File: src/rtl/core/mandelbrot_pixel_color_core_assert.svh
// Assertion macros for the escape-time pixel core.
`ifndef MANDELBROT_PIXEL_COLOR_CORE_ASSERT_SVH
`define MANDELBROT_PIXEL_COLOR_CORE_ASSERT_SVH
// Implication checked at each posedge of clk outside reset.
`define MPC_ASSERT_IMP(label, ante, cons, msg) \
  label: assert property (@(posedge clk) disable iff (!rst_n) (ante) |-> (cons)) \
    else $error(msg);
// Next-cycle implication checked outside reset.
`define MPC_ASSERT_NEXT(label, ante, cons, msg) \
  label: assert property (@(posedge clk) disable iff (!rst_n) (ante) |=> (cons)) \
    else $error(msg);
`endif

File: src/rtl/core/mpc_pkg.sv
// Types, constants and saturation function for the escape-time core.
`default_nettype none
package mpc_pkg;
  localparam int MAX_ITER_DEF = 32;
  localparam int CW = 32;
  localparam logic [1:0] REG_ORIGIN_RE = 2'd0;
  localparam logic [1:0] REG_ORIGIN_IM = 2'd1;
  localparam logic [1:0] REG_STEP_RE   = 2'd2;
  localparam logic [1:0] REG_STEP_IM   = 2'd3;
  localparam logic signed [CW-1:0] RST_ORIGIN_RE = -32'sd536870912;
  localparam logic signed [CW-1:0] RST_ORIGIN_IM = -32'sd322122547;
  localparam logic signed [CW-1:0] RST_STEP_RE   = 32'sd98426;
  localparam logic signed [CW-1:0] RST_STEP_IM   = 32'sd99115;

  typedef struct packed {
    logic [15:0] pixel_col;
    logic [15:0] pixel_row;
  } in_word_t;

  typedef struct packed {
    logic [7:0] red;
    logic [7:0] green;
    logic [7:0] blue;
    logic [5:0] iter_count;
  } out_word_t;

  // Saturate a 38-bit signed value to 32 bits.
  function automatic logic signed [CW-1:0] sat38(input logic signed [37:0] x);
    logic signed [CW-1:0] r;
    if (x > 38'sd2147483647) r = 32'sh7FFFFFFF;
    else if (x < -38'sd2147483648) r = 32'sh80000000;
    else r = x[CW-1:0];
    return r;
  endfunction
endpackage
`default_nettype wire

File: src/rtl/core/mpc_color.sv
// Two-stage color mapping from the final iteration count.
`default_nettype none
module mpc_color
  import mpc_pkg::*;
#(
  parameter int MAX_ITER = MAX_ITER_DEF
) (
  input  wire logic       clk,
  input  wire logic       rst_n,
  input  wire logic       en,
  input  wire logic       in_vld,
  input  wire logic [8:0] in_n,
  output logic            out_vld,
  output out_word_t       out_word
);
  localparam int M2 = MAX_ITER * MAX_ITER;

  // Stage one: the shades come from a constant table indexed by the count.
  logic [7:0] qr_nxt, qg_nxt, qb_nxt;
  always_comb begin
    qr_nxt = 8'd0;
    qg_nxt = 8'd0;
    qb_nxt = 8'd0;
    for (int k = 0; k < MAX_ITER; k++) begin
      if (in_n == 9'(k)) begin
        qr_nxt = 8'((k * k * 255) / M2);
        qg_nxt = 8'((k * 128) / MAX_ITER);
        qb_nxt = 8'((k * 255) / MAX_ITER);
      end
    end
  end

  logic [7:0] qr_r, qg_r, qb_r;
  logic [8:0] n_r;
  logic       v_r;
  always_ff @(posedge clk) begin
    if (!rst_n) v_r <= 1'b0;
    else if (en) v_r <= in_vld;
    if (en) begin
      qr_r <= qr_nxt;
      qg_r <= qg_nxt;
      qb_r <= qb_nxt;
      n_r  <= in_n;
    end
  end

  // Stage two: pick black, the small-count color or the table shades.
  logic vo_r;
  always_ff @(posedge clk) begin
    if (!rst_n) vo_r <= 1'b0;
    else if (en) vo_r <= v_r;
    if (en) begin
      out_word.iter_count <= n_r[5:0];
      if (32'(n_r) >= 32'(MAX_ITER)) begin
        out_word.red <= 8'd0; out_word.green <= 8'd0; out_word.blue <= 8'd0;
      end else if (32'(n_r) * 32'd10 < 32'(MAX_ITER)) begin
        out_word.red <= 8'd2; out_word.green <= 8'd12; out_word.blue <= 8'd25;
      end else begin
        out_word.red <= qr_r; out_word.green <= qg_r; out_word.blue <= qb_r;
      end
    end
  end
  assign out_vld = vo_r;
endmodule
`default_nettype wire

File: config.mk
export PLATFORM = sky130hd
export DESIGN_NAME = mpc_color
export DESIGN_NICKNAME = d
export VERILOG_FILES = /design/src/rtl/core/mandelbrot_pixel_color_core_assert.svh /design/src/rtl/core/mpc_pkg.sv /design/src/rtl/core/mpc_color.sv
export SDC_FILE = /design/constraint.sdc
export NUM_CORES = 1
export LEC_CHECK = 0
export BUFFER_PORTS_ARGS = -buffer_cell sky130_fd_sc_hd__buf_2
export CORE_UTILIZATION = 56
export CTS_CLUSTER_SIZE = 28
export DETAILED_ROUTE_END_ITERATION = 12
export MAX_ROUTING_LAYER = met4
export PLACE_DENSITY = 0.79
export SLEW_MARGIN = 30
export SYNTH_ARGS = -nofsm -noshare
export SYNTH_HDL_FRONTEND = slang
export SYNTH_SLANG_ARGS = --single-unit
export TNS_END_PERCENT = 30
File: constraint.sdc
create_clock -name clk -period 2.72 [get_ports clk]
set_clock_uncertainty 0.2 [all_clocks]
set_input_delay 0.544 -clock clk [delete_from_list [all_inputs] [get_ports clk]]
set_output_delay 0.544 -clock clk [all_outputs]
set_load 0.05 [all_outputs]
Word-level counts from Yosys, hierarchy flattened
Index checks and enable logic that the tools add are counted. W data, S select, Z words.

Register bits after elaboration: 65. Input bits: 13. Output and inout port bits: 31. Word-level logic and storage cells: 158.

$mul: 1. Order comparisons: 2. Equal/unequal tests: 31. Muxes and demuxes: 89. Reductions and logical operators: 10.

Operators with widths (count): $mux W8 (34); $mux W7 (27); $eq A9 B5 Y1 const B (16); $mux W6 (14); $eq A9 B4 Y1 const B (8); $eq A9 B3 Y1 const B (4); $mux W5 (6); $reduce_or A30 Y1 (1); $eq A9 B2 Y1 const B (2); $mux W18 (1); $reduce_or A16 Y1 (1); $reduce_or A15 Y1 (1); $lt A13 B6 Y1 const B (1); $mul A9 B3 Y12 const B (1); $mux W4 (3); $eq A9 B1 Y1 const B (1); $ge A9 B6 Y1 const B (1); $mux W3 (3); $reduce_or A9 Y1 (1); $reduce_or A8 Y1 (1); $reduce_or A7 Y1 (1); $reduce_or A2 Y1 (2); $reduce_or A4 Y1 (1); $reduce_or A3 Y1 (1); $mux W2 (1).

Logic depth before layout (Yosys ltp)
Depth in word-level cells: 31. Gate-level depth with buffers: 7. Depth with buffers taken out: 6.

Worst setup path before layout
OpenSTA, ideal clock, no wires.

Path kind: register -> register. Start point: register n_r[3]. End point: register out_word[11] (netlist name) (data pin). Library setup time: 0.265 ns. Data arrival time: 1.865 ns. Data required time: 2.255 ns. Path slack: 0.390 ns. Stages on the path, launching flop included: 8. Path buffers: 1. Period minus slack after synthesis: 2.330 ns. Cell sequence: edfxtp_1 -> ha_1 -> and3_1 -> fa_1 -> nor3_1 -> o2111a_1 -> buf_2 -> a21oi_1.

Word-level cells in the longest chain between the ends: 3. Elaborated cells on any way between the ends: 4. Classes of those cells: mul: 1; order compare: 2; reduce/logical: 1.

RTL lines: start: declaration (RTL line mpc_color.sv:34) `logic [8:0] n_r;`; start signal: assignment (RTL line mpc_color.sv:43) `n_r <= in_n;`; $mul A9 B3 Y12 (RTL line mpc_color.sv:56) `end else if (32'(n_r) * 32'd10 < 32'(MAX_ITER)) begin`; $lt A13 B6 Y1 (RTL line mpc_color.sv:56); $reduce_or A2 Y1 (no line) *; end: declaration (RTL line mpc_color.sv:14) `output out_word_t out_word`.

Every way passes the cells marked *; elsewhere a longest branch is shown, timed or not. A chain may end at the register's enable or synchronous reset.

Final worst setup path
Start point: register n_r[1]. End point: register out_word[27] (netlist name) (data pin).

The elaborated chain is that of the path after synthesis.

==> impl_results.md <==
* Status: finished, violations left
* Failing checks: design-rule violations
* Crit Path Category: reg2reg
* Placed insts at 300
* Root Driver: clkbuf_8
* Synth warn at 0
* Htree depth at 2
* Maximum root-to-sink buffer count at 2
* # DRC at 3
* CP bufs+invs at 1
* Placeable Area at 4690 sq um
* LEAKAGE at 1.26 nW
* Synthesized flop and latch total at 56
* CP max-delay cell: fa_1
* Largest net degree at the start of global routing at 32
* TritonCTS Buffers at 5
* Starting Density at 58.0%
* Worst hold path class: in2reg
* CTS Sinks at 56
* Relative slew margins at 54.5%
* Crit end category: flop
* Detail Placement HPWL at 3.10 mm
* Die width at 71.7 um
* Die Y at 71.7 um
* All-Layer GR Usage at 19.9%
* Final period util at 95.0%
* Worst-Margin Slew at 0.683 ns
* Register area at 1660 sq um
* CTS tree: done
* Antenna diodes at 0
* Share of layout cells above drive strength 1 at 24.0%
* Row count at 25
* Vias per cell at 5.76
* WL per Instance at 14.5 um
* Critical path launch point type: flop
* Area of the multi-input gates at 942 sq um
* Final wirelength at 4.46 mm
* CP arrival at 2.43 ns
* Final worst slack at 0.137 ns
* Cell chain of the critical path: ha_1 > and3_1 > fa_1 > nor3_1 > o2111a_1 > buf_6 > a21oi_1
* Mapped Area at 2720 sq um
* GPL Wtd Cong at 0.825
* Worst VDD drop at 291 uV
* Crit-path max FO at 20
* Port bufs at 40
* Syn Inst Count at 218
* Final std cells w/o fill at 308
* P&R area growth vs syn at 11.7%
* Fillcell total at 364
* RSZ-0062 raised after global routing: false
* Final ANT Viol Nets at 0
* Min cycle time layout at 2.58 ns
* 1st-pass router iterations at 10
* Core Util, Final at 64.8%
* Vias in the first global route at 1618
* Via count at 1774
* Unique masters post-synth at 46
* Register area share after synthesis at 61.0%
* Total negative slack at 0 ns
* Grt total ovfl at 0
* Setup-failing EPs final at 0
* Initial antenna violation count at 0
* Async SR Flop Fraction at 0%
* Die area at 5140 sq um
* Worst endpoint required time at 2.57 ns
* First-pass GRT wire length at 7.62 mm
* Clock Latency Late Sink at 0.31 ns
* Final Hold Viols at 0
* # IOs at 44
* Top_reg_cell synth: edfxtp_1
* Slowest cell delay on critical path at 0.45 ns
* Place WS at 0.0267 ns
* Post-synth EDFFs at 54
* Final #Nets at 279
* P per Cell Area at 577 nW/um^2
* Final Max Slew Viols at 0
* Max-Cap Viols at 0
* Fmax at 387 MHz
* Avg Synthesized Cell Area at 12.5 sq um
* Drt initial violations at 158
* Clock slew at reported path FFs at 0.10 ns
* Top Family by Delay on Critical Path: adder cells
==> synthesized netlist by cell type (3+ instances only) <==
library cell	n	area [sq um]
nor4_1	3	18.8
inv_1	5	18.8
nor2b_1	11	68.8
nand2b_1	3	18.8
edfxtp_1	54	1620
a211oi_1	3	22.5
a21oi_1	21	105
buf_2	13	65.1
o211a_1	6	60.1
buf_4	5	37.5
nor2_1	8	30.0
o21ai_0	10	50.1
ha_1	12	150
mux2i_1	3	30.0
nand2_1	19	71.3
o211ai_1	3	22.5
nor3_1	5	25.0
==> path summary, 6_finish.rpt <==
kind,start,endpoint,slack [ns],depth (start not counted)
hold reg to reg,n_r[1]$_DFFE_PP_,out_word[1]$_DFFE_PP_,0.30,0
setup / recovery,n_r[1]$_DFFE_PP_,out_word[27]$_SDFFCE_PP0P_,0.14,7
hold / removal,rst_n,out_vld$_SDFFE_PN0P_,0.24,2
setup reg to reg,n_r[1]$_DFFE_PP_,out_word[27]$_SDFFCE_PP0P_,0.14,7
==> layer usage <==
metal	routed length [um]	share of wire (%)	vias to the layer above	GRT usage [%]
met5	0	0	-	-
met4	36	0.81	0	6.32
met3	226	5.1	3	4.22
met2	2140	48	57	31.2
met1	2050	46	837	26.0
li1	-	-	877	-
==> power by group <==
part	leakage [nW]	switching, mW	total [mW]	internal (mW)
registers	0.558	0.0220	1.02	0.996
clock network	0.0445	0.264	0.447	0.183
logic	0.659	0.202	0.290	0.0875
==> registers in the layout (all words and copies together), names as in the netlist <==
name,cells
qg_r,5
qr_r,8
qb_r,6
n_r,9
v_r,1
out_word,26
out_vld,1
==> worst reg2reg max path, delay by kind of cell, from the launching register on <==
family / cells / cell delay [ns]
AO/OA/AOI/OAI: 2 / 0.32
adder cells (fa/ha/maj): 2 / 0.78
buffers and inverters: 1 / 0.19
flip-flops: 1 / 0.43
AND/OR/NAND/NOR: 2 / 0.40
==> kinds of logic after synthesis <==
kind of cell | share of synthesized area (%)
adders and majority gates | 6.25
and+or+nand+nor | 12.5
muxes | 1.10
AOI/OAI and AO/OA | 13.3
DFF | 61.0
buffers and inverters | 5.01
other | 0.138
xor gates and xnor gates | 0.643
==> layout make-up <==
type                    count  area share [%]
clock buffers               5            2.26
clock inverters             3           0.699
inverters                   5           0.617
multi-input cells         139            31.0
flip-flops and latches     56            54.6
well taps                  54            2.22
repair buffers             46            8.60
==> per-stage QoR <==
stage          total power, mW  instance area, sq um  hold WS (ns)
2_1_floorplan             1.25                  2730         0.233
3_3_place_gp              1.31                  2940         0.273
3_5_place_dp              1.32                  2940         0.280
4_1_cts                   1.76                  3030         0.243
5_1_grt                   1.82                  3040         0.248
6_report                  1.75                  3040         0.244
==> repair_timing <==
item	4_1_cts	5_1_grt
setup buffers	0	0
endpoints found under the setup margin	0	14
resized for setup	0	2
hold buffers	0	0
endpoints found under the hold margin	0	0
==> cell usage in the layout (no fill, tap or decap), types with 3 or more instances in the layout <==
cell       n
nand2_1   19
nor2b_1   11
edfxtp_1  54
buf_4      4
conb_1     3
mux2i_1    3
o211a_1    6
inv_1      5
clkbuf_8   5
ha_1      12
a211oi_1   3
nor2_1     8
buf_2     40
a21oi_1   21
o211ai_1   3
o21ai_0   10
nor3_1     5
nand2b_1   3
Note: power is estimated with default switching activity, not from simulation.
